--- config.mk ---
export PLATFORM = sky130hd
export DESIGN_NAME = cop_queue
export DESIGN_NICKNAME = d
export VERILOG_FILES = /design/src/sv/cop_pkg.sv /design/src/sv/cop_queue.sv
export SDC_FILE = /design/constraint.sdc
export NUM_CORES = 1
export LEC_CHECK = 0
export BUFFER_PORTS_ARGS = -buffer_cell sky130_fd_sc_hd__buf_4
export CAP_MARGIN = 30
export CORE_MARGIN = 5
export CORE_UTILIZATION = 54
export DETAILED_ROUTE_END_ITERATION = 8
export PLACE_DENSITY = 0.76
export SLEW_MARGIN = 10
export SYNTH_ARGS = -nofsm -noshare
export SYNTH_HDL_FRONTEND = slang
export SYNTH_SLANG_ARGS = --single-unit
--- constraint.sdc ---
create_clock -name clk -period 6.2 [get_ports clk]
set_input_delay 0.93 -clock clk [delete_from_list [all_inputs] [get_ports clk]]
set_output_delay 0.93 -clock clk [all_outputs]
set_load 0.05 [all_outputs]
--- src/sv/cop_pkg.sv ---
// Shared constants, queue item type and state codes for the overlap projection core.
package cop_pkg;

  localparam int COEFF_WIDTH = 16;
  localparam int ACC_WIDTH   = 48;
  localparam int W_WIDTH     = 16;
  localparam int TOT_W       = 63;
  localparam int DIG_W       = 16;

  localparam int PROD_C     = 2 * COEFF_WIDTH;
  localparam int SUM_W      = ((ACC_WIDTH > PROD_C) ? ACC_WIDTH : PROD_C) + 2;
  localparam int MAG_W      = ACC_WIDTH;
  localparam int SQ_W       = 2 * MAG_W + 1;
  localparam int PROD_W     = SQ_W + W_WIDTH;
  localparam int TERM_SHIFT = 2 * (COEFF_WIDTH - 1) + 16;
  localparam int NDM        = (MAG_W + DIG_W - 1) / DIG_W;
  localparam int NDS        = (SQ_W + DIG_W - 1) / DIG_W;
  localparam int KW         = $clog2(NDS);

  localparam int QDEPTH = 4;
  localparam int QAW    = $clog2(QDEPTH);

  // one classified item as it travels from the front to the back
  typedef struct packed {
    logic [PROD_C-1:0]  p_rr;
    logic [PROD_C-1:0]  p_ii;
    logic [PROD_C-1:0]  p_ir;
    logic [PROD_C-1:0]  p_ri;
    logic               band_end;
    logic               occupied;
    logic [W_WIDTH-1:0] weight;
    logic               set_end;
  } cop_item_t;

  typedef enum logic [8:0] {
    ST_IDLE = 9'b000000001,
    ST_ADD1 = 9'b000000010,
    ST_ADD2 = 9'b000000100,
    ST_MAG  = 9'b000001000,
    ST_SQR  = 9'b000010000,
    ST_SQI  = 9'b000100000,
    ST_WGT  = 9'b001000000,
    ST_TERM = 9'b010000000,
    ST_TOT  = 9'b100000000
  } cop_state_t;

endpackage

--- src/sv/cop_queue.sv ---
// Short item queue between front and back.
module cop_queue (
  input  logic                clk,
  input  logic                rst_n,
  input  logic                push_valid,
  output logic                push_ready,
  input  cop_pkg::cop_item_t  push_item,
  output logic                pop_valid,
  input  logic                pop_ready,
  output cop_pkg::cop_item_t  pop_item
);
  import cop_pkg::*;

  cop_item_t        mem_r [QDEPTH];
  logic [QAW-1:0]   wp_r, wp_nxt, rp_r, rp_nxt;
  logic [QAW:0]     cnt_r, cnt_nxt;
  logic             do_push, do_pop;

  assign push_ready = (cnt_r != (QAW+1)'(QDEPTH));
  assign pop_valid  = (cnt_r != '0);
  assign do_push    = push_valid && push_ready;
  assign do_pop     = pop_valid && pop_ready;
  assign pop_item   = mem_r[rp_r];

  always_comb begin
    wp_nxt  = do_push ? QAW'(wp_r + 1'b1) : wp_r;
    rp_nxt  = do_pop ? QAW'(rp_r + 1'b1) : rp_r;
    cnt_nxt = cnt_r;
    if (do_push && !do_pop) begin
      cnt_nxt = cnt_r + 1'b1;
    end else if (do_pop && !do_push) begin
      cnt_nxt = cnt_r - 1'b1;
    end
  end

  always_ff @(posedge clk) begin
    if (!rst_n) begin
      wp_r  <= '0;
      rp_r  <= '0;
      cnt_r <= '0;
    end else begin
      wp_r  <= wp_nxt;
      rp_r  <= rp_nxt;
      cnt_r <= cnt_nxt;
    end
  end

  always_ff @(posedge clk) begin
    if (do_push) begin
      mem_r[wp_r] <= push_item;
    end
  end

endmodule

* Word-level counts from Yosys, hierarchy flattened
Memory sizes are Yosys's and may differ from the RTL's. A register that Yosys moved wholly into a read port is not among the register bits.
Cells that the tools add are included.
** Word-level totals
- Bits in writable memories :: 588
- Flip-flop bits (word level) :: 7
- ROM bits :: 0
- Bits in latches :: 0
- Output and inout bits :: 149
- Memories kept :: 1
** Cells by class
- $mul :: 0
- Bitwise operators :: 0
- Reduce and logical (&&, ||, !) cells :: 8
- Add/sub/neg operators :: 4
- Divide/modulo/power cells :: 0
- Shift operators :: 0
- Equality and inequality tests :: 1
- Muxes and demuxes :: 6
- Magnitude comparators :: 0
** Memory list
- mem_r :: words 4, bits a word 147, rd ports 1, clocked after Yosys merged registers in 1, write ports 1, RTL line cop_queue.sv:14 : cop_item_t mem_r [QDEPTH];
** Operators by type and width (count)
- $mux 3 :: 2
- $add 2x1->2 const B :: 2
- $logic_and 1x1->1 :: 4
- $mux 2 :: 2
- $add 3x1->3 const B :: 1
- $ne 3x3->1 const B :: 1
- $reduce_bool 3->1 :: 1
- $sub 3x1->3 const B :: 1
- $logic_not 1->1 :: 2
- $mux 1 :: 2
- $reduce_bool 2->1 :: 1

* Longest topological paths before layout
- Word-level depth :: 6
- Mapped depth :: 8

* Least setup slack after synthesis
OpenSTA, ideal clock, no wires.
- Kind :: input to register
- From :: input push_valid
- To :: memory mem_r[0][0] in the netlist's numbering, enable pin
- Stages :: 2
- Path buffers :: 0
- Arrival time :: 4.618 ns
- Setup slack :: 1.058 ns
- Setup time :: 0.524 ns
- Path through :: a21boi_2 and2_1
** Between the ends
- Longest elaborated chain between the ends :: 3
** Ends and longest elaborated chain
- start, declared :: RTL line cop_queue.sv:5 : input logic push_valid,
- $logic_and 1x1->1 :: RTL line cop_queue.sv:21 : assign do_push = push_valid && push_ready;
- $mux 1 :: RTL line cop_queue.sv:49 : if (do_push) begin
- $mux 1 (implied by the code) :: RTL line cop_queue.sv:50 : mem_r[wp_r] <= push_item;
- end, declared :: RTL line cop_queue.sv:14
Every way passes these cells.

==> qor.yml <==
outcome: "completed"
vdd.ir_drop.worst_v: 0.000427
top_layer_used: "met4"
portBuffers: 299
synthArstFlopShare_pct: 0
htree_levels: 2
cts_tree: "yes"
fp.dieH_um: 211
hold_class: "reg2reg"
antenna_left: 0
critPathArrivalTime_ns: 2.61
nNetsFinal: 1309
seq_area_frac_synth_pct: 81.7
fmax_mhz: 282
placeableCoreArea_mm2: 0.0398
met3WireLength_um: 3420
setup_viol: 0
viasPerCell: 5.58
max-slew-margin-rel_pct: 31.1
layout_common_cells: "edfxtp_1, buf_4, mux4_2"
initial_utilization_pct: 54.8
synth_edf_count: 588
area_growth_pct: 20.7
drt_wl_total_um: 41100
antenna_found_initial: 1
cts_buffers: 57
rsz0062_at_grt: "no"
synth_xor_area_share_pct: 0.160
synth_fp_nets: 973
synth-simple-area-share_pct: 0.418
wl_met2_um: 20800
clock_latency_ns: 0.60
crit_required_ns: 5.27
cts_resized: 0
syn_inst: 816
post-route-min-period_ns: 3.54
start_kind: "register"
path_class: "reg2out"
hold_viol: 0
p_leak_nw: 8.78
cts_setup_buffers: 0
fin_ws_ns: 2.66
postCtsHoldBufs: 0
power-per-cell-area_mw_per_mm2: 475
yosys_warnings: 0
synth_mux_area_share_pct: 15.3
drt_first_pass_iters: 6
wire_per_inst_um: 23.8
avgSynthCellArea_um2: 26.8
final_cell_area_mm2: 0.0264
clk_path_buf_depth: 3
skew_ns: 0.0267
grt.overflow.total: 0
fillCellCount: 2517
grt_max_degree: 148
synth_top_family_by_area: "multiplexers"
grt_pass1_vias: 10400
gp_congestion: 0.711
io_pins: 300
drc: 0
root_buffer: "clkbuf_16"
cp-end-kind: "output port"
num_rows: 73
dpl_worst_slack_ns: 3.17
min_period_over_period_pct: 57.1
placed_cell_area_mm2: 0.0245
vias: 9617
synth-adder-area-share_pct: 0.378
grt_pass1_wl_um: 62700
tns_ns: 0
synth-main-ff-cell: "edfxtp_1"
layout_commonest_cell: "edfxtp_1"
synthesis.area_mm2: 0.0218
synth-seq-cells: 597
crit_fanout: 59
die_area_mm2: 0.0446
wl_met1_um: 15900
clk_pin_slew_ns: 0.06
fp.dieW_um: 211
drive_gt1_share_pct: 45.2
grt_usage_pct: 18.5
post-dp-hpwl_um: 24200
drtIter0Drc: 764
synth_cell_types: 25
cap_violations: 0
clock_sinks: 597
slew_viol_final: 0
synth-compound-area-share_pct: 0.183
worst_slew_pin_slew_ns: 1.03
## registers in the layout, indices dropped and copies added, names as in the netlist, named ones only
register / count
mem_r: 588
rp_r: 2
wp_r: 2
cnt_r: 3
## cell usage after synthesis (2+ instances only)
| library cell | n | share of area, % |
|---|---|---|
| buf_2 | 14 | 0.32 |
| clkbuf_1 | 3 | 0.052 |
| and2_1 | 8 | 0.23 |
| edfxtp_1 | 588 | 81 |
| mux4_2 | 147 | 15 |
| or3_1 | 2 | 0.057 |
| inv_1 | 3 | 0.052 |
| ha_1 | 5 | 0.29 |
| mux2i_1 | 3 | 0.14 |
| xnor2_1 | 3 | 0.12 |
| buf_12 | 14 | 1.3 |
| nand2_1 | 5 | 0.086 |
| dfxtp_1 | 9 | 0.83 |
## critical path, cell delays in order (launching register included)
cell	delay, ns
dfxtp_4	0.52
buf_4	0.75
mux4_2	0.45
buf_4	0.21
## stage by stage
step / total power [mW] / std cells / hold slack (ns) / utilization (%)
2_1_floorplan: 8.30 / 816 / 0.468 / -
3_3_place_gp: 9.27 / 1617 / 0.482 / 61.5
3_5_place_dp: 9.32 / 1618 / 0.508 / 61.6
4_1_cts: 12.7 / 1721 / 0.488 / 66.2
5_1_grt: 13.0 / 1722 / 0.504 / 66.2
6_report: 12.5 / 1722 / 0.526 / 66.2
## final timing paths
check	startpoint	end	slack, ns	cells after the start
max reg2reg	cnt_r[0]	mem_r[0][145]	3.59	4
min reg2reg	wp_r[0]	wp_r[0]	0.53	2
max	register	pop_item[145]	2.66	3
min	wp_r[0]	wp_r[0]	0.53	2
## layout make-up
class                           count  area, um^2  area share [%]
Clock buffer                       74        1530            5.82
Sequential cell                   597       17800            67.7
Tap cell                          525         657            2.49
Antenna cell                        1        2.50         0.00950
Inverter                            3        11.3          0.0427
Multi-Input combinational cell    182        3600            13.7
Clock inverter                     29         285            1.08
Timing Repair Buffer              311        2420            9.17
## per-layer routing
metal,vias up,GRT usage [%]
li1,4209,-
met1,5028,25.6
met2,312,29.4
met3,68,5.03
met4,0,5.81
met5,-,0
## kinds of logic (layout without fill, tap and decap cells)
| group | after synthesis | after routing |
|---|---|---|
| other cells | 0 | 1 |
| fa+ha+maj | 6 | 6 |
| compound gates | 5 | 5 |
| xor+xnor | 4 | 4 |
| flops | 597 | 597 |
| mux | 150 | 150 |
| simple gates | 17 | 17 |
| buf+inv | 37 | 417 |
## power breakdown
| part | internal, mW | switching (mW) |
|---|---|---|
| Combinational | 1.43 | 2.72 |
| Sequential | 4.90 | 0.116 |
| Clock | 1.98 | 1.37 |
| Total | 8.31 | 4.21 |
(Power assumes the default switching activity.)
