### config.mk
export PLATFORM = sky130hd
export DESIGN_NAME = cop_front_flat
export DESIGN_NICKNAME = d
export VERILOG_FILES = /design/src/sv/cop_pkg.sv /design/src/sv/cop_if.sv /design/src/sv/cop_front.sv /design/src/flat_wrapper.sv
export SDC_FILE = /design/constraint.sdc
export NUM_CORES = 2
export LEC_CHECK = 0
export ABC_AREA = 1
export BUFFER_PORTS_ARGS = -buffer_cell sky130_fd_sc_hd__buf_2
export CORE_MARGIN = 1
export CORE_UTILIZATION = 60
export CTS_BUF_LIST = sky130_fd_sc_hd__clkbuf_16
export DETAILED_ROUTE_END_ITERATION = 8
export GPL_TIMING_DRIVEN = 1
export PLACE_DENSITY = 0.78
export SYNTH_ARGS = -nofsm -noshare
export SYNTH_HDL_FRONTEND = slang
export SYNTH_SLANG_ARGS = --single-unit
### constraint.sdc
create_clock -name clk -period 15.3 [get_ports clk]
set_input_delay 4.59 -clock clk [delete_from_list [all_inputs] [get_ports clk]]
set_output_delay 4.59 -clock clk [all_outputs]
set_load 0.02 [all_outputs]
### src/sv/cop_pkg.sv
// Shared constants, queue item type and state codes for the overlap projection core.
package cop_pkg;

  localparam int COEFF_WIDTH = 16;
  localparam int ACC_WIDTH   = 48;
  localparam int W_WIDTH     = 16;
  localparam int TOT_W       = 63;
  localparam int DIG_W       = 16;

  localparam int PROD_C     = 2 * COEFF_WIDTH;
  localparam int SUM_W      = ((ACC_WIDTH > PROD_C) ? ACC_WIDTH : PROD_C) + 2;
  localparam int MAG_W      = ACC_WIDTH;
  localparam int SQ_W       = 2 * MAG_W + 1;
  localparam int PROD_W     = SQ_W + W_WIDTH;
  localparam int TERM_SHIFT = 2 * (COEFF_WIDTH - 1) + 16;
  localparam int NDM        = (MAG_W + DIG_W - 1) / DIG_W;
  localparam int NDS        = (SQ_W + DIG_W - 1) / DIG_W;
  localparam int KW         = $clog2(NDS);

  localparam int QDEPTH = 4;
  localparam int QAW    = $clog2(QDEPTH);

  // one classified item as it travels from the front to the back
  typedef struct packed {
    logic [PROD_C-1:0]  p_rr;
    logic [PROD_C-1:0]  p_ii;
    logic [PROD_C-1:0]  p_ir;
    logic [PROD_C-1:0]  p_ri;
    logic               band_end;
    logic               occupied;
    logic [W_WIDTH-1:0] weight;
    logic               set_end;
  } cop_item_t;

  typedef enum logic [8:0] {
    ST_IDLE = 9'b000000001,
    ST_ADD1 = 9'b000000010,
    ST_ADD2 = 9'b000000100,
    ST_MAG  = 9'b000001000,
    ST_SQR  = 9'b000010000,
    ST_SQI  = 9'b000100000,
    ST_WGT  = 9'b001000000,
    ST_TERM = 9'b010000000,
    ST_TOT  = 9'b100000000
  } cop_state_t;

endpackage

### src/sv/cop_if.sv
// Handshake channel interfaces for coefficient items and overlap results.
interface cop_in_if;
  import cop_pkg::*;
  logic                          valid;
  logic                          ready;
  logic signed [COEFF_WIDTH-1:0] proj_re;
  logic signed [COEFF_WIDTH-1:0] proj_im;
  logic signed [COEFF_WIDTH-1:0] ref_re;
  logic signed [COEFF_WIDTH-1:0] ref_im;
  logic                          last_wave;
  logic                          occupied;
  logic [W_WIDTH-1:0]            kpoint_weight;
  logic                          last_of_set;

  modport source (output valid, proj_re, proj_im, ref_re, ref_im, last_wave, occupied,
                  kpoint_weight, last_of_set, input ready);
  modport sink (input valid, proj_re, proj_im, ref_re, ref_im, last_wave, occupied,
                kpoint_weight, last_of_set, output ready);
endinterface


### src/sv/cop_front.sv
// Front end: input stage register, the four coefficient products, push into the queue.
module cop_front (
  input  logic                clk,
  input  logic                rst_n,
  cop_in_if.sink              in_ch,
  output logic                push_valid,
  input  logic                push_ready,
  output cop_pkg::cop_item_t  push_item
);
  import cop_pkg::*;

  logic                          stg_v_r, stg_v_nxt;
  logic signed [COEFF_WIDTH-1:0] pr_r, pi_r, rr_r, ri_r;
  logic                          lw_r, occ_r, lset_r;
  logic [W_WIDTH-1:0]            w_r;
  logic signed [PROD_C-1:0]      m_rr, m_ii, m_ir, m_ri;
  logic                          accept;

  assign in_ch.ready = !stg_v_r || push_ready;
  assign accept      = in_ch.valid && in_ch.ready;
  assign push_valid  = stg_v_r;

  assign m_rr = pr_r * rr_r;
  assign m_ii = pi_r * ri_r;
  assign m_ir = pi_r * rr_r;
  assign m_ri = pr_r * ri_r;

  always_comb begin
    push_item          = '0;
    push_item.p_rr     = m_rr;
    push_item.p_ii     = m_ii;
    push_item.p_ir     = m_ir;
    push_item.p_ri     = m_ri;
    push_item.band_end = lw_r;
    push_item.occupied = occ_r;
    push_item.weight   = w_r;
    push_item.set_end  = lset_r;
  end

  always_comb begin
    stg_v_nxt = stg_v_r;
    if (accept) begin
      stg_v_nxt = 1'b1;
    end else if (push_ready) begin
      stg_v_nxt = 1'b0;
    end
  end

  always_ff @(posedge clk) begin
    if (!rst_n) begin
      stg_v_r <= 1'b0;
    end else begin
      stg_v_r <= stg_v_nxt;
    end
  end

  always_ff @(posedge clk) begin
    if (accept) begin
      pr_r   <= in_ch.proj_re;
      pi_r   <= in_ch.proj_im;
      rr_r   <= in_ch.ref_re;
      ri_r   <= in_ch.ref_im;
      lw_r   <= in_ch.last_wave;
      occ_r  <= in_ch.occupied;
      w_r    <= in_ch.kpoint_weight;
      lset_r <= in_ch.last_of_set;
    end
  end

endmodule

### src/flat_wrapper.sv
// flat-port wrapper written by rule: the top's interface ports become plain ports
module cop_front_flat import cop_pkg::*;
  (clk, rst_n, push_valid, push_ready, push_item, in_ch_valid, in_ch_proj_re, in_ch_proj_im, in_ch_ref_re, in_ch_ref_im, in_ch_last_wave, in_ch_occupied, in_ch_kpoint_weight, in_ch_last_of_set, in_ch_ready);
  cop_in_if in_ch_i ();
  input  logic clk;
  input  logic rst_n;
  output logic push_valid;
  input  logic push_ready;
  output cop_pkg::cop_item_t push_item;
  input wire logic [$bits(in_ch_i.valid)-1:0] in_ch_valid;
  input wire logic [$bits(in_ch_i.proj_re)-1:0] in_ch_proj_re;
  input wire logic [$bits(in_ch_i.proj_im)-1:0] in_ch_proj_im;
  input wire logic [$bits(in_ch_i.ref_re)-1:0] in_ch_ref_re;
  input wire logic [$bits(in_ch_i.ref_im)-1:0] in_ch_ref_im;
  input wire logic [$bits(in_ch_i.last_wave)-1:0] in_ch_last_wave;
  input wire logic [$bits(in_ch_i.occupied)-1:0] in_ch_occupied;
  input wire logic [$bits(in_ch_i.kpoint_weight)-1:0] in_ch_kpoint_weight;
  input wire logic [$bits(in_ch_i.last_of_set)-1:0] in_ch_last_of_set;
  output wire logic [$bits(in_ch_i.ready)-1:0] in_ch_ready;
  assign in_ch_i.valid = in_ch_valid;
  assign in_ch_i.proj_re = in_ch_proj_re;
  assign in_ch_i.proj_im = in_ch_proj_im;
  assign in_ch_i.ref_re = in_ch_ref_re;
  assign in_ch_i.ref_im = in_ch_ref_im;
  assign in_ch_i.last_wave = in_ch_last_wave;
  assign in_ch_i.occupied = in_ch_occupied;
  assign in_ch_i.kpoint_weight = in_ch_kpoint_weight;
  assign in_ch_i.last_of_set = in_ch_last_of_set;
  assign in_ch_ready = in_ch_i.ready;
  cop_front u_core (.clk(clk), .rst_n(rst_n), .in_ch(in_ch_i), .push_valid(push_valid), .push_ready(push_ready), .push_item(push_item));
endmodule
### Word level (Yosys, flattened, before mapping)

Index checks and enable logic that the tools add are counted.

* add/sub/neg operators: 0
* $mul: 4
* div/mod/pow operators: 0
* $lt $le $gt $ge: 0
* equal/unequal tests: 0
* shift operators: 0
* multiplexer cells: 2
* bitwise operators: 0
* reductions and logical operators: 4

Operator list (count)
* 16-bit by 16-bit multiplier with 32-bit output: 4
* 1-bit 2-to-1 mux: 2
* 2-bit nonzero test: 1
* 1-bit logical AND: 1
* 1-bit zero test: 1
* 1-bit logical OR: 1

* register bits: 84
* latch bits: 0
* memory bits (writable): 0
* bits in read-only memories: 0
* input port bits: 87
* output and inout port bits: 149
* logic and storage cells: 19
* memories kept: 0

### Logic depth before layout (Yosys ltp)

* depth in word-level cells: 4
* depth in mapped cells: 27

### Least setup slack after synthesis

No wires, ideal clock.

* kind: flip-flop to output port
* from: register u_core.pi_r[15]
* to: output push_item[106] (netlist name)
* data arrival time: 5569 ps
* required time: 10710 ps
* setup slack: 5141 ps
* cell stages (with the launch flop): 20
* cells stage by stage: edfxtp_1 -> clkbuf_1 -> nand2_1 -> inv_1 -> fa_1 -> fa_1 -> fa_1 -> fa_1 -> fa_1 -> inv_1 -> fa_1 -> inv_1 -> ha_1 -> nand2_2 -> nor2_1 -> inv_2 -> nor2_2 -> nand4_1 -> nand3_1 -> xor2_1

RTL lines
* start: declaration: RTL line cop_front.sv:13 `logic signed [COEFF_WIDTH-1:0] pr_r, pi_r, rr_r, ri_r;`
* start signal: assignment: RTL line cop_front.sv:60 `pi_r <= in_ch.proj_im;`
* end: declaration: RTL line flat_wrapper.sv:9 `output cop_pkg::cop_item_t push_item;`

==> summary.md <==
| Metric | Value |
|---|---|
| Drt drc | `0` |
| Fraction of registers with async set/reset | `0` |
| Initial Utilization | `0.608` |
| DRT iter0 DRCs | `2,750` |
| Yosys warning total | `0` |
| Number of global-route vias before repair | `~40,000` |
| Critical path's largest stage delay | `0.93 ns` |
| First-pass GRT wire length | `just under 200,000 um` |
| Crit start category | `flop` |
| Seq/Total Area, Yosys | `0.0553` |
| Syn avg cell area | `7.78 um^2` |
| Main flop type after synthesis | `edfxtp_1` |
| Hold path start | `u_core.push_valid$_SDFFE_PN0P_` |
| Post-synth EDFFs | `83` |
| Row count | `100` |
| Htree depth | `3` |
| R2R Path Start | `u_core.push_valid$_SDFFE_PN0P_` |
| Clock transition at the registers of the reported paths | `0.10 ns` |
| Grt ovf | `0` |
| Min Tclk post-route | `~12 ns` |
| Worst-Skew Late Latency | `0.41 ns` |
| Fmax | `86.8 MHz` |
| Crit share post-route | `0.753` |
| CP cell instances | `buf_4 > nand2_1 > inv_1 > fa_1 > fa_1 > fa_1 > fa_1 > fa_1 > inv_1 > fa_1 > inv_1 > ha_1 > nand2_1 > nor2_1 > inv_1 > nor2_1 > nand4_1 > nand3_1 > xor2_1 > buf_2` |
| Syn-to-layout area delta | `5.41%` |
| Max_cap viols | `0` |
| Post-cts resize count | `0` |
| Worst slew margin | `0.526` |
| Synthesized cell area | `45,400 um^2` |
| Final Hold Vio Count | `0` |
| DIE HEIGHT | `277 um` |
| Die area | `76,800 um^2` |
| Number of vias per cell | `5.25` |
| Final setup violation count | `0` |
| Worst path top cell family by delay | `adder cells` |
| Least-Margin Pin Slew | `slightly above 0.7 ns` |
| Fraction of layout cells with a size suffix above 1 | `0.0685` |
| Clock root cell | `clkbuf_16` |
| Post-CTS Setup Bufs | `0` |
| Setup crit start | `u_core.rr_r[1]$_DFFE_PP_` |
| Synth Instances | `5,843` |
| Layout net count | `around 7,400` |
| Crit path kind | `reg -> out` |
| RSZ-0062 raised after global routing | `no` |
| DRT Pass-1 Iters | `6` |
| Status | `finished, final reports clean` |
| Initial antenna violation count | `1` |
| Slew Viols, Final | `0` |
| DR vias | `36,400` |
| Die Wd | `277 um` |
| Fin Clk Skew | `0.0238 ns` |
| Port Buffer Count | `235` |
| CP max stage cell | `fa_1` |
| Crit path max fanout | `17` |
| Most used cell, CP | `fa_1` |
| GRT Util Overall | `0.321` |
| Pin count of the biggest net entering global routing | `between 40 and 50` |
| Worst Path Required | `10.71 ns` |
| Crit path arrival time | `6.93 ns` |
| Crit. End Element | `primary output` |
| CTS tree | `yes` |
| Hold_buf cts | `0` |
| Clk sink count | `84` |
| Top-Level Pins | `236` |
| Register bit total from synthesis | `84` |
| Setup_tns | `0 ns` |
| Syn nets | `7,306` |
| Routability cong. | `0.938` |
| WL/cell | `16.8 um` |
| Deepest clock path buffer count | `2` |
| Core Area | `approximately 75,000 um^2` |
| Total Wirelength | `117,000 um` |
| CTS buffer count | `9` |
| Final antenna-violating net count | `0` |
| Post-synth cell types | `36` |
| HP Class | `reg -> reg` |
| HPWL after detailed placement | `93,500 um` |
| Worst Path Buf+Inv | `6` |
==> layer usage <==
metal	GRT usage	vias up	routed length, um
met4	0.122	0	4830
met3	0.0530	369	9980
met5	0	-	0
met2	0.550	1556	57300
met1	0.410	17900	44600
li1	-	16600	-
==> cell usage in the layout (no fill, tap or decap), drive strengths merged <==
master,Yosys,layout
inv,1899,1900
nand2,1599,1599
fa,1048,1048
ha,328,328
buf,5,301
nor2,188,188
nand3,116,116
a21oi,108,108
edfxtp,83,83
xor2,67,67
nand4,47,47
o21ai,47,47
nor3,36,36
xnor2,19,19
o21bai,17,17
a21o,10,10
nand3b,10,10
clkbuf,188,9
or2,8,8
and2,6,6
clkinv,2,6
a21boi,3,3
and3,3,3
o21a,2,2
diode,0,1
o211ai,1,1
nor3b,1,1
nor4,1,1
clkinvlp,0,1
bufinv,0,1
dfxtp,1,1
==> stage by stage <==
step / setup WS, ns / std cells / util / area, um^2 / hold WS, ns
2_1_floorplan: 5.14 / 5843 / - / 45400 / 0.729
3_3_place_gp: 4.45 / 6920 / 0.637 / 47600 / 0.532
3_5_place_dp: 4.29 / 6920 / 0.637 / 47600 / 0.548
4_1_cts: 3.82 / 6936 / 0.641 / 47900 / 0.561
5_1_grt: 3.40 / 6936 / 0.641 / 47900 / 0.608
6_report: 3.78 / 6937 / 0.641 / 47900 / 0.559
==> worst register-to-register path, stage by stage, from the launching register on <==
cell and delay [ns]:
dfxtp_1 0.35, a21oi_4 0.27, buf_4 0.52, buf_4 0.66
==> final timing paths <==
| check | to | slack [ns] | cells after the start |
|---|---|---|---|
| setup / recovery | push_item[138] | 3.78 | 20 |
| hold reg to reg | u_core.push_valid$_SDFFE_PN0P_ | 0.56 | 2 |
| hold / removal | u_core.push_valid$_SDFFE_PN0P_ | 0.56 | 2 |
| setup reg to reg | u_core.pr_r[13]$_DFFE_PP_ | 13.04 | 3 |
==> cell families (layout without fill, tap and decap cells) <==
kind of cell | Yosys count | after routing | share of synthesized area
buffers and inverters | 2094 | 2218 | 0.173
and+or+nand+nor | 2015 | 2015 | 0.180
adders and majority gates | 1376 | 1376 | 0.552
AOI/OAI and AO/OA | 188 | 188 | 0.0230
xor gates and xnor gates | 86 | 86 | 0.0166
DFF | 84 | 84 | 0.0553
other | 0 | 1 | 0
==> sequential cells by signal, summed over array words and instances, names as in the netlist <==
register           count
u_core.pi_r           16
u_core.pr_r           16
u_core.w_r            16
u_core.lset_r          1
u_core.push_valid      1
u_core.lw_r            1
u_core.rr_r           16
u_core.occ_r           1
u_core.ri_r           16
==> cell usage after synthesis (3+ instances only) <==
library cell,n,area share
xnor2_1,19,0.0037
nand4_1,47,0.0065
inv_2,14,0.0012
nand3b_1,10,0.0017
edfxtp_1,83,0.055
or2_2,8,0.0011
a21boi_0,3,0.00050
o21ai_1,10,0.0011
clkbuf_1,188,0.016
o21bai_1,17,0.0028
xor2_1,67,0.013
nor3_1,23,0.0025
and2_1,6,0.00083
and3_1,3,0.00041
nor2_2,29,0.0040
nand2_1,1582,0.13
a21oi_2,6,0.0012
nand3_2,4,0.00088
buf_4,3,0.00050
nor2_1,159,0.013
nand3_1,112,0.012
a21o_1,10,0.0017
a21oi_1,102,0.011
ha_1,328,0.090
inv_1,1885,0.16
fa_1,1048,0.46
nor3_2,13,0.0029
nand2_2,17,0.0023
o21ai_0,37,0.0041
==> layout make-up <==
class	instances	area [um^2]
Multi-Input combinational cell	3665	35100
Fill cell	6419	26800
Inverter	1901	7140
Sequential cell	84	2510
Timing Repair Buffer	301	1670
Tap cell	969	1210
Clock buffer	9	225
Clock inverter	7	68.8
Antenna cell	1	2.50
Power is left out: the tool's default activity adds up to more than one toggle a clock period on the data nets, which glitch-free logic cannot reach.
