### src/sv/cop_pkg.sv
// Shared constants, queue item type and state codes for the overlap projection core.
package cop_pkg;

  localparam int COEFF_WIDTH = 16;
  localparam int ACC_WIDTH   = 48;
  localparam int W_WIDTH     = 16;
  localparam int TOT_W       = 63;
  localparam int DIG_W       = 16;

  localparam int PROD_C     = 2 * COEFF_WIDTH;
  localparam int SUM_W      = ((ACC_WIDTH > PROD_C) ? ACC_WIDTH : PROD_C) + 2;
  localparam int MAG_W      = ACC_WIDTH;
  localparam int SQ_W       = 2 * MAG_W + 1;
  localparam int PROD_W     = SQ_W + W_WIDTH;
  localparam int TERM_SHIFT = 2 * (COEFF_WIDTH - 1) + 16;
  localparam int NDM        = (MAG_W + DIG_W - 1) / DIG_W;
  localparam int NDS        = (SQ_W + DIG_W - 1) / DIG_W;
  localparam int KW         = $clog2(NDS);

  localparam int QDEPTH = 4;
  localparam int QAW    = $clog2(QDEPTH);

  // one classified item as it travels from the front to the back
  typedef struct packed {
    logic [PROD_C-1:0]  p_rr;
    logic [PROD_C-1:0]  p_ii;
    logic [PROD_C-1:0]  p_ir;
    logic [PROD_C-1:0]  p_ri;
    logic               band_end;
    logic               occupied;
    logic [W_WIDTH-1:0] weight;
    logic               set_end;
  } cop_item_t;

  typedef enum logic [8:0] {
    ST_IDLE = 9'b000000001,
    ST_ADD1 = 9'b000000010,
    ST_ADD2 = 9'b000000100,
    ST_MAG  = 9'b000001000,
    ST_SQR  = 9'b000010000,
    ST_SQI  = 9'b000100000,
    ST_WGT  = 9'b001000000,
    ST_TERM = 9'b010000000,
    ST_TOT  = 9'b100000000
  } cop_state_t;

endpackage

### src/sv/cop_if.sv


interface cop_out_if;
  import cop_pkg::*;
  logic                        valid;
  logic                        ready;
  logic signed [ACC_WIDTH-1:0] overlap_re;
  logic signed [ACC_WIDTH-1:0] overlap_im;
  logic [TOT_W-1:0]            valence_total;
  logic [TOT_W-1:0]            conduction_total;
  logic                        set_done;

  modport source (output valid, overlap_re, overlap_im, valence_total, conduction_total,
                  set_done, input ready);
  modport sink (input valid, overlap_re, overlap_im, valence_total, conduction_total,
                set_done, output ready);
endinterface

### src/sv/cop_back.sv
// Back end: saturating overlap accumulation, digit-serial weighted term, totals, result register.
module cop_back (
  input  logic                clk,
  input  logic                rst_n,
  input  logic                pop_valid,
  output logic                pop_ready,
  input  cop_pkg::cop_item_t  pop_item,
  cop_out_if.source           out_ch
);
  import cop_pkg::*;

  localparam int MPW  = NDM * DIG_W;
  localparam int SPW  = NDS * DIG_W;
  localparam int PADW = PROD_W + TOT_W + 1;
  localparam logic signed [SUM_W-1:0] ACC_MAX_S = SUM_W'({(ACC_WIDTH-1){1'b1}});
  localparam logic signed [SUM_W-1:0] ACC_MIN_S = ~ACC_MAX_S;

  function automatic logic [ACC_WIDTH-1:0] sat_acc(input logic signed [SUM_W-1:0] s);
    logic [ACC_WIDTH-1:0] r;
    if (s > ACC_MAX_S) begin
      r = ACC_MAX_S[ACC_WIDTH-1:0];
    end else if (s < ACC_MIN_S) begin
      r = ACC_MIN_S[ACC_WIDTH-1:0];
    end else begin
      r = s[ACC_WIDTH-1:0];
    end
    return r;
  endfunction

  cop_state_t              st_r, st_nxt;
  cop_item_t               it_r, it_nxt;
  logic [ACC_WIDTH-1:0]    re_r, re_nxt, im_r, im_nxt;
  logic [TOT_W-1:0]        val_r, val_nxt, con_r, con_nxt;
  logic [MAG_W-1:0]        ur_r, ur_nxt, ui_r, ui_nxt;
  logic [SQ_W-1:0]         s_r, s_nxt;
  logic [PROD_W-1:0]       p_r, p_nxt;
  logic [TOT_W-1:0]        term_r, term_nxt;
  logic [KW-1:0]           k_r, k_nxt;
  logic                    ov_r, ov_nxt;
  logic [ACC_WIDTH-1:0]    o_re_r, o_re_nxt, o_im_r, o_im_nxt;
  logic [TOT_W-1:0]        o_val_r, o_val_nxt, o_con_r, o_con_nxt;
  logic                    o_set_r, o_set_nxt;

  logic signed [SUM_W-1:0] re_ext, im_ext, a_re, a_im, sum_re, sum_im;
  logic [MPW-1:0]          ur_pad, ui_pad;
  logic [SPW-1:0]          s_pad;
  logic [DIG_W-1:0]        dig_m, dig_s;
  logic [MAG_W-1:0]        sq_opnd;
  logic [MAG_W+DIG_W-1:0]  sq_part;
  logic [2*DIG_W-1:0]      wt_part;
  logic [PADW-1:0]         shifted;
  logic [TOT_W:0]          tot_sum;
  logic [TOT_W-1:0]        tot_sat, tot_sel;
  logic                    out_free;

  assign re_ext = SUM_W'($signed(re_r));
  assign im_ext = SUM_W'($signed(im_r));

  // first half adds pr*rr / pi*rr, second half adds pi*ri / subtracts pr*ri
  always_comb begin
    if (st_r == ST_ADD1) begin
      a_re = SUM_W'($signed(it_r.p_rr));
      a_im = SUM_W'($signed(it_r.p_ir));
    end else begin
      a_re = SUM_W'($signed(it_r.p_ii));
      a_im = -SUM_W'($signed(it_r.p_ri));
    end
  end
  assign sum_re = re_ext + a_re;
  assign sum_im = im_ext + a_im;

  assign ur_pad  = MPW'(ur_r);
  assign ui_pad  = MPW'(ui_r);
  assign s_pad   = SPW'(s_r);
  assign dig_m   = (st_r == ST_SQR) ? ur_pad[k_r*DIG_W +: DIG_W] : ui_pad[k_r*DIG_W +: DIG_W];
  assign sq_opnd = (st_r == ST_SQR) ? ur_r : ui_r;
  assign sq_part = sq_opnd * dig_m;
  assign dig_s   = s_pad[k_r*DIG_W +: DIG_W];
  assign wt_part = dig_s * it_r.weight;

  assign shifted = PADW'(p_r) >> TERM_SHIFT;

  assign tot_sel = it_r.occupied ? val_r : con_r;
  assign tot_sum = {1'b0, tot_sel} + {1'b0, term_r};
  assign tot_sat = tot_sum[TOT_W] ? {TOT_W{1'b1}} : tot_sum[TOT_W-1:0];

  assign out_free  = !ov_r || out_ch.ready;
  assign pop_ready = (st_r == ST_IDLE) ||
                     ((st_r == ST_ADD2) && !it_r.band_end);

  always_comb begin
    st_nxt    = st_r;
    it_nxt    = it_r;
    re_nxt    = re_r;
    im_nxt    = im_r;
    val_nxt   = val_r;
    con_nxt   = con_r;
    ur_nxt    = ur_r;
    ui_nxt    = ui_r;
    s_nxt     = s_r;
    p_nxt     = p_r;
    term_nxt  = term_r;
    k_nxt     = k_r;
    ov_nxt    = ov_r && !out_ch.ready;
    o_re_nxt  = o_re_r;
    o_im_nxt  = o_im_r;
    o_val_nxt = o_val_r;
    o_con_nxt = o_con_r;
    o_set_nxt = o_set_r;
    case (st_r)
      ST_IDLE: begin
        if (pop_valid) begin
          it_nxt = pop_item;
          st_nxt = ST_ADD1;
        end
      end
      ST_ADD1: begin
        re_nxt = sat_acc(sum_re);
        im_nxt = sat_acc(sum_im);
        st_nxt = ST_ADD2;
      end
      ST_ADD2: begin
        re_nxt = sat_acc(sum_re);
        im_nxt = sat_acc(sum_im);
        if (it_r.band_end) begin
          st_nxt = ST_MAG;
        end else if (pop_valid) begin
          it_nxt = pop_item;
          st_nxt = ST_ADD1;
        end else begin
          st_nxt = ST_IDLE;
        end
      end
      ST_MAG: begin
        // magnitude of the most negative value still fits unsigned
        ur_nxt = re_r[ACC_WIDTH-1] ? ACC_WIDTH'(~re_r + 1'b1) : re_r;
        ui_nxt = im_r[ACC_WIDTH-1] ? ACC_WIDTH'(~im_r + 1'b1) : im_r;
        s_nxt  = '0;
        k_nxt  = '0;
        st_nxt = ST_SQR;
      end
      ST_SQR, ST_SQI: begin
        s_nxt = s_r + (SQ_W'(sq_part) << (k_r * DIG_W));
        if (k_r == KW'(NDM - 1)) begin
          k_nxt  = '0;
          st_nxt = (st_r == ST_SQR) ? ST_SQI : ST_WGT;
          p_nxt  = '0;
        end else begin
          k_nxt = k_r + 1'b1;
        end
      end
      ST_WGT: begin
        p_nxt = p_r + (PROD_W'(wt_part) << (k_r * DIG_W));
        if (k_r == KW'(NDS - 1)) begin
          k_nxt  = '0;
          st_nxt = ST_TERM;
        end else begin
          k_nxt = k_r + 1'b1;
        end
      end
      ST_TERM: begin
        term_nxt = (|shifted[PADW-1:TOT_W]) ? {TOT_W{1'b1}} : shifted[TOT_W-1:0];
        st_nxt   = ST_TOT;
      end
      ST_TOT: begin
        if (out_free) begin
          ov_nxt    = 1'b1;
          o_re_nxt  = re_r;
          o_im_nxt  = im_r;
          o_val_nxt = it_r.occupied ? tot_sat : val_r;
          o_con_nxt = it_r.occupied ? con_r : tot_sat;
          o_set_nxt = it_r.set_end;
          re_nxt    = '0;
          im_nxt    = '0;
          if (it_r.set_end) begin
            val_nxt = '0;
            con_nxt = '0;
          end else if (it_r.occupied) begin
            val_nxt = tot_sat;
          end else begin
            con_nxt = tot_sat;
          end
          st_nxt = ST_IDLE;
        end
      end
      default: begin
        st_nxt = ST_IDLE;
      end
    endcase
  end

  always_ff @(posedge clk) begin
    if (!rst_n) begin
      st_r  <= ST_IDLE;
      ov_r  <= 1'b0;
      re_r  <= '0;
      im_r  <= '0;
      val_r <= '0;
      con_r <= '0;
      k_r   <= '0;
    end else begin
      st_r  <= st_nxt;
      ov_r  <= ov_nxt;
      re_r  <= re_nxt;
      im_r  <= im_nxt;
      val_r <= val_nxt;
      con_r <= con_nxt;
      k_r   <= k_nxt;
    end
  end

  always_ff @(posedge clk) begin
    it_r    <= it_nxt;
    ur_r    <= ur_nxt;
    ui_r    <= ui_nxt;
    s_r     <= s_nxt;
    p_r     <= p_nxt;
    term_r  <= term_nxt;
    o_re_r  <= o_re_nxt;
    o_im_r  <= o_im_nxt;
    o_val_r <= o_val_nxt;
    o_con_r <= o_con_nxt;
    o_set_r <= o_set_nxt;
  end

  assign out_ch.valid            = ov_r;
  assign out_ch.overlap_re       = o_re_r;
  assign out_ch.overlap_im       = o_im_r;
  assign out_ch.valence_total    = o_val_r;
  assign out_ch.conduction_total = o_con_r;
  assign out_ch.set_done         = o_set_r;

endmodule

### src/flat_wrapper.sv
// flat-port wrapper written by rule: the top's interface ports become plain ports
module cop_back_flat import cop_pkg::*;
  (clk, rst_n, pop_valid, pop_ready, pop_item, out_ch_valid, out_ch_overlap_re, out_ch_overlap_im, out_ch_valence_total, out_ch_conduction_total, out_ch_set_done, out_ch_ready);
  cop_out_if out_ch_i ();
  input  logic clk;
  input  logic rst_n;
  input  logic pop_valid;
  output logic pop_ready;
  input  cop_pkg::cop_item_t pop_item;
  output wire logic [$bits(out_ch_i.valid)-1:0] out_ch_valid;
  output wire logic [$bits(out_ch_i.overlap_re)-1:0] out_ch_overlap_re;
  output wire logic [$bits(out_ch_i.overlap_im)-1:0] out_ch_overlap_im;
  output wire logic [$bits(out_ch_i.valence_total)-1:0] out_ch_valence_total;
  output wire logic [$bits(out_ch_i.conduction_total)-1:0] out_ch_conduction_total;
  output wire logic [$bits(out_ch_i.set_done)-1:0] out_ch_set_done;
  input wire logic [$bits(out_ch_i.ready)-1:0] out_ch_ready;
  assign out_ch_valid = out_ch_i.valid;
  assign out_ch_overlap_re = out_ch_i.overlap_re;
  assign out_ch_overlap_im = out_ch_i.overlap_im;
  assign out_ch_valence_total = out_ch_i.valence_total;
  assign out_ch_conduction_total = out_ch_i.conduction_total;
  assign out_ch_set_done = out_ch_i.set_done;
  assign out_ch_i.ready = out_ch_ready;
  cop_back u_core (.clk(clk), .rst_n(rst_n), .pop_valid(pop_valid), .pop_ready(pop_ready), .pop_item(pop_item), .out_ch(out_ch_i));
endmodule
### config.mk
export PLATFORM = sky130hd
export DESIGN_NAME = cop_back_flat
export DESIGN_NICKNAME = d
export VERILOG_FILES = /design/src/sv/cop_pkg.sv /design/src/sv/cop_if.sv /design/src/sv/cop_back.sv /design/src/flat_wrapper.sv
export SDC_FILE = /design/constraint.sdc
export NUM_CORES = 2
export LEC_CHECK = 0
export BUFFER_PORTS_ARGS = -buffer_cell sky130_fd_sc_hd__buf_2
export CAP_MARGIN = 30
export CORE_MARGIN = 2
export CORE_UTILIZATION = 25
export CTS_CLUSTER_DIAMETER = 120
export DETAILED_ROUTE_END_ITERATION = 8
export SLEW_MARGIN = 20
export SYNTH_ARGS = -nofsm -noshare
export SYNTH_HDL_FRONTEND = slang
export SYNTH_SLANG_ARGS = --single-unit
### constraint.sdc
create_clock -name clk -period 12.6 [get_ports clk]
set_input_delay 0.63 -clock clk [delete_from_list [all_inputs] [get_ports clk]]
set_output_delay 0.63 -clock clk [all_outputs]
set_load 0.05 [all_outputs]
# == Word level (Yosys, flattened, before mapping) ==
# Cells that the tools add are included.
# Widths: inputs -> output; s select.
# word_totals
ff_bits,974
input_bits,151
out_inout_bits,225
wordCells,126
# op_classes
addsub,9
multipliers,2
order_cmp,4
eq_ne,17
shifts,5
n_mux,39
bitwise,2
n_reduce_logical,21
# op_table
operator,count
$mux 147,3
$mux 63,6
$pmux 147 s2,1
$mux 48,6
$pmux 113 s2,1
$pmux 97 s2,1
$pmux 48 s2,2
$add 113x113->113,1
$mux 113,1
$shl 32x7->113,1
$shiftx 112x8->16,1
$add 48x50->50,2
$gt 50x48->1 const B,2
$lt 50x48->1 const B,2
$mux 50,2
$add 97x97->97,1
$shl 64x7->97,1
$add 48x1->48 const B,2
$not 48->48,2
$shiftx 48x8->16,2
$mux 47,2
$pmux 9 s8,1
$add 63x63->64,1
$mul 48x16->64,1
other kinds (32),54

# == Logic depth before layout (Yosys ltp) ==
# logic_depth
ltp_word,7
depth_mapped,52
ltp_nobuf,47

# == Worst setup path after synthesis ==
# No wires, ideal clock.
# synth_timing
path_type,register to register
from,register u_core.st_r[8]
to,register u_core.s_r[93] (data pin)
setup_time_ps,266
arrival_time_ps,11796
required_ps,12334
path_slack_ps,538
stages_incl_launch_ff,46
path_buffers,6
synth_period_minus_slack_ps,12062
path_cell_list,dfxtp_1 -> or4_1 -> nor2_1 -> nand2_1 -> nor2_1 -> buf_2 -> buf_2 -> buf_1 -> buf_1 -> mux2_1 -> nand2_1 -> fa_1 -> fa_1 -> fa_1 -> inv_1 -> fa_1 -> fa_1 -> inv_1 -> (+10 left out) -> a311o_1 -> a31o_2 -> nor2_1 -> xnor2_1 -> mux2_2 -> o21a_1 -> ha_1 -> clkbuf_1 -> nand4_1 -> or3_1 -> nor2_1 -> o2111ai_1 -> a2111oi_0 -> o21ai_0 -> o41ai_1 -> a211oi_1 -> xor2_1 -> nor2_1
# synth_between
elab_chain_len,6
word_cells_on_any_way,10
classes_between,1 x add/sub; 1 x mul; 3 x eq/ne; 1 x shift; 3 x mux; 1 x reduce/logical
# synth_lines
element,line,text
"start, declared",cop_back.sv:30,"cop_state_t st_r, st_nxt;"
"start signal, assigned",cop_back.sv:202,st_r <= st_nxt;
$eq 9x5->1,"cop_back.sv:75, cop_back.sv:76, cop_back.sv:110",
$mux 48 or $mux 16 (tied branches),"cop_back.sv:76, cop_back.sv:75",
$mul 48x16->64,cop_back.sv:77,assign sq_part = sq_opnd * dig_m;
$shl 64x7->97,cop_back.sv:143,s_nxt = s_r + (SQ_W'(sq_part) << (k_r * DIG_W));
$add 97x97->97,cop_back.sv:143,
$pmux 97 s2 *,cop_back.sv:110,case (st_r)
"end signal, assigned",cop_back.sv:216,s_r <= s_nxt;
"end, declared",cop_back.sv:35,"logic [SQ_W-1:0] s_r, s_nxt;"
# Mark *: on every way between the ends. The rest lies on a longest branch, timed or not.
# A chain may end at the register's enable or synchronous reset.

# == Worst setup path after layout ==
# layout_timing
from,register u_core.st_r[0]
to,register u_core.s_r[94] (data pin)
# Same word-level chain as after synthesis.

==> flow_summary.json <==
{
  "outcome": "complete, no violations",
  "cts_tree": "built",
  "max_stage_delay_ns": 0.53,
  "max_slew_margin_pct": 26.29,
  "cap_violations": 0,
  "rsz0062_at_grt": "true",
  "clk_path_buf_depth": 4,
  "syn_area_sq_um": 96480,
  "worstSetupEndpointType": "register",
  "worstMarginPinSlew_ns": 1.106,
  "cp_slowest_cell": "or4_4",
  "grt_first_pass_wirelength_um": 502300,
  "viasPerCell": 4.980,
  "globalplace.congestion": 0.9910,
  "grt_pass1_vias": 79896,
  "ios": 376,
  "holdWs_ns": 0.04482,
  "fin_crit_sh_pct": 96.44,
  "async_flop_share_pct": 0,
  "switchingPower_w": 0.008825,
  "synthCells": 10741,
  "drive_gt1_share_pct": 13.42,
  "ant_nets": 0,
  "timing_worst_setup_path_type": "register to register",
  "crit_fanout": 22,
  "p_leak_nw": 49.48,
  "post-route-min-period_ns": 12.15,
  "syn_nets": 12344,
  "fmax_mhz": 82.29,
  "ys.flop_type": "edfxtp_1",
  "synth_edf_count": 739,
  "hp-start": "pop_item[108]",
  "track_usage_pct": 16.64,
  "ys_seq_area_share_pct": 27.88,
  "synthTopCellsByArea": "edfxtp_1 23%, fa_1 17%, ha_1 7.9%, nand2_1 5.1%, dfxtp_1 4.9%",
  "grt_start_max_net_pins": 129,
  "coreArea_sq_um": 384800,
  "clk_latency_ns": 0.90,
  "maxSlewViolCount": 0,
  "ff2ff_setup_slack_ns": 0.45,
  "cp-startpoint": "u_core.st_r[0]",
  "r2r-end": "u_core.s_r[94]",
  "hold_end": "u_core.it_r[108]",
  "ys_seq_elements": 974,
  "io_buffers": 375,
  "gr-total-overflow": 0,
  "skew_ns": 0.07932,
  "startpoint_type": "register",
  "drtPass1Iterations": 9,
  "final_nets": 12932,
  "hp-class": "input port to register",
  "wl_per_cell_um": 20.40,
  "ys_types": 89,
  "finalHoldViolCount": 0,
  "cts_htree_levels": 3,
  "finalSetupViolCount": 0,
  "combPwrFrac_pct": 62.5,
  "holdPathStages": 2,
  "rows": 228,
  "die_w_um": 625.2,
  "dpl.cell_count": 16221,
  "intPower_w": 0.01019,
  "hpwl_um": 267800,
  "clk_pin_slew_ns": 0.06,
  "dieHeight_um": 625.2,
  "routed_wirelength_um": 336300,
  "start_util_pct": 25.07,
  "cp_common_cell": "buf_4",
  "cts.sinks": 974,
  "switching_share_pct": 46.42,
  "cp.arrival_ns": 12.78,
  "finalNonFillerCells": 16487,
  "clockPowerShare_pct": 18.7,
  "powerDensity_nw_per_um2": 169.2,
  "required_ns": 13.22,
  "rr_startpoint": "u_core.st_r[0]",
  "cts_root_buf": "clkbuf_16",
  "antenna_found_initial": 17,
  "p_total_w": 0.01901,
  "seqPwrFrac_pct": 18.8,
  "ir_drop_uv": 535.9,
  "synth_warnings": 0,
  "r2r_cells": 54,
  "drtIter0Drc": 8317,
  "yosysTopAreaCell": "edfxtp_1",
  "num_vias": 82100,
  "synth_top_area_share_pct": 23.00,
  "drc": 0,
  "syn_to_final_growth_pct": 16.47,
  "cts_buffers": 116,
  "dieArea_sq_um": 390900,
  "syn_area_per_cell_sq_um": 8.983
}
area by class of cell:
class | instances | area (sq um)
fillers | 40563 | 272500
multi-input cells | 8136 | 63850
flip-flops and latches | 974 | 26910
repair buffers | 1052 | 7405
well taps | 5060 | 6331
inverters | 1049 | 3950
clock buffers | 135 | 3035
clock inverters | 79 | 893.4
diodes | 2 | 5.005
worst max-delay path by stage:
stage                     end
2_1_floorplan  u_core.s_r[93]
3_3_place_gp   u_core.s_r[89]
3_5_place_dp   u_core.s_r[89]
4_1_cts        u_core.s_r[89]
5_1_grt        u_core.s_r[89]
6_report       u_core.s_r[94]
flip-flops by register name, summed over array words and instances (netlist names):
signal and flops:
u_core.con_r 63, u_core.out_ch.overlap_im 48, u_core.s_r 97, u_core.st_r 9
u_core.p_r 113, u_core.out_ch.conduction_total 63, u_core.ui_pad 48, u_core.term_r 63
u_core.it_r 147, u_core.out_ch.valid 1, u_core.out_ch.overlap_re 48, u_core.im_r 48
u_core.val_r 63, u_core.re_r 48, u_core.out_ch.set_done 1, u_core.ur_pad 48
u_core.k_r 3, u_core.out_ch.valence_total 63
power by group through the flow:
| stage | Combinational, W | Clock [W] | Sequential [W] |
|---|---|---|---|
| 3_5_place_dp | 0.0116 | 0 | 0.00365 |
| 3_3_place_gp | 0.0116 | 0 | 0.00365 |
| 2_1_floorplan | 0.00771 | 0 | 0.00360 |
| 4_1_cts | 0.0117 | 0.00362 | 0.00358 |
| 6_report | 0.0119 | 0.00355 | 0.00358 |
| 5_1_grt | 0.0129 | 0.00372 | 0.00358 |
synthesized netlist by cell type (26+ instances only):
master / count
nor2_1: 1092
a21boi_0: 26
nand2_1: 1303
nand4_1: 121
nor3_1: 98
mux2i_1: 86
and3_1: 53
edfxtp_1: 739
fa_1: 841
or2_2: 30
o21a_1: 65
and2_1: 273
a22oi_1: 60
xnor2_1: 360
nand2b_1: 143
o31ai_1: 73
o211ai_1: 32
mux2_2: 164
or4_1: 30
inv_1: 1046
clkbuf_1: 533
xor2_1: 192
o21bai_1: 77
a21oi_1: 761
dfxtp_1: 235
nor2b_1: 84
or3_1: 36
a211oi_1: 97
nor4_1: 28
buf_1: 33
ha_1: 611
nand3_1: 99
a31oi_1: 82
a22o_1: 77
a21o_1: 296
o21ai_0: 454
o22ai_1: 49
layer usage:
| metal | part of all wire [%] | global-route usage, % |
|---|---|---|
| met1 | 43 | 22.82 |
| met2 | 44 | 26.26 |
| met3 | 8.3 | 2.999 |
| met4 | 3.9 | 5.599 |
| met5 | 0.010 | 0 |
through the flow:
stage / setup slack [ns] / instance area, sq um / TNS [ns] / util (%)
after floorplan: 0.5376 / 96480 / 0 / -
after global placement: -0.4378 / 107600 / -1.348 / 27.95
after detailed placement: -0.2014 / 107600 / -0.4111 / 27.96
after CTS: 0.04276 / 111900 / 0 / 29.09
after global routing: -0.04700 / 112400 / -0.08828 / 29.20
final: 0.4479 / 112400 / 0 / 29.20
repair_timing:
action                     4_1_cts  5_1_grt
gates cloned                     0        1
hold endpoints to repair        40        0
hold buffers                    40        0
resized for setup                4       59
setup endpoints to repair        4       36
setup buffers                    0        4
pin swaps                        0        7
cell usage in the layout, fill, tap and decap left out, drive strengths merged, types with 24 or more instances in the layout:
cell / instances
nand2: 1303
nor2: 1092
inv: 1057
buf: 1011
fa: 841
a21oi: 762
edfxtp: 739
ha: 611
o21ai: 463
xnor2: 360
a21o: 296
and2: 273
dfxtp: 235
xor2: 192
mux2: 173
nand2b: 146
clkbuf: 136
nand4: 121
nand3: 99
nor3: 99
a211oi: 97
mux2i: 86
nor2b: 84
a31oi: 82
a22o: 77
o21bai: 77
o31ai: 77
o21a: 65
a22oi: 60
and3: 53
clkinv: 50
o22ai: 49
dlygate4sd3: 40
or3: 40
or4: 38
o211ai: 32
or2: 30
nor4: 29
a21boi: 27
o41ai: 24
cell families (layout without fill, tap and decap cells):
group | after synthesis | after routing | share of synthesized area (%)
AO/OA/AOI/OAI | 2406 | 2406 | 15.91
other | 0 | 2 | 0
AND/OR/NAND/NOR | 3451 | 3451 | 16.15
XOR/XNOR | 552 | 552 | 5.011
adder cells (fa/ha/maj) | 1452 | 1452 | 25.37
buffers and inverters | 1631 | 2315 | 6.392
multiplexers | 275 | 275 | 3.285
flip-flops | 974 | 974 | 27.88
critical path: cells and delay by family (launching register included):
| family | cells | cell delay [ns] |
|---|---|---|
| adder cells (fa/ha/maj) | 8 | 3.61 |
| buffers and inverters | 16 | 2.18 |
| XOR/XNOR | 2 | 0.40 |
| flip-flops | 1 | 0.32 |
| multiplexers | 1 | 0.19 |
| AO/OA/AOI/OAI | 11 | 2.88 |
| AND/OR/NAND/NOR | 16 | 2.28 |
Note: power is estimated with default switching activity, not from simulation.
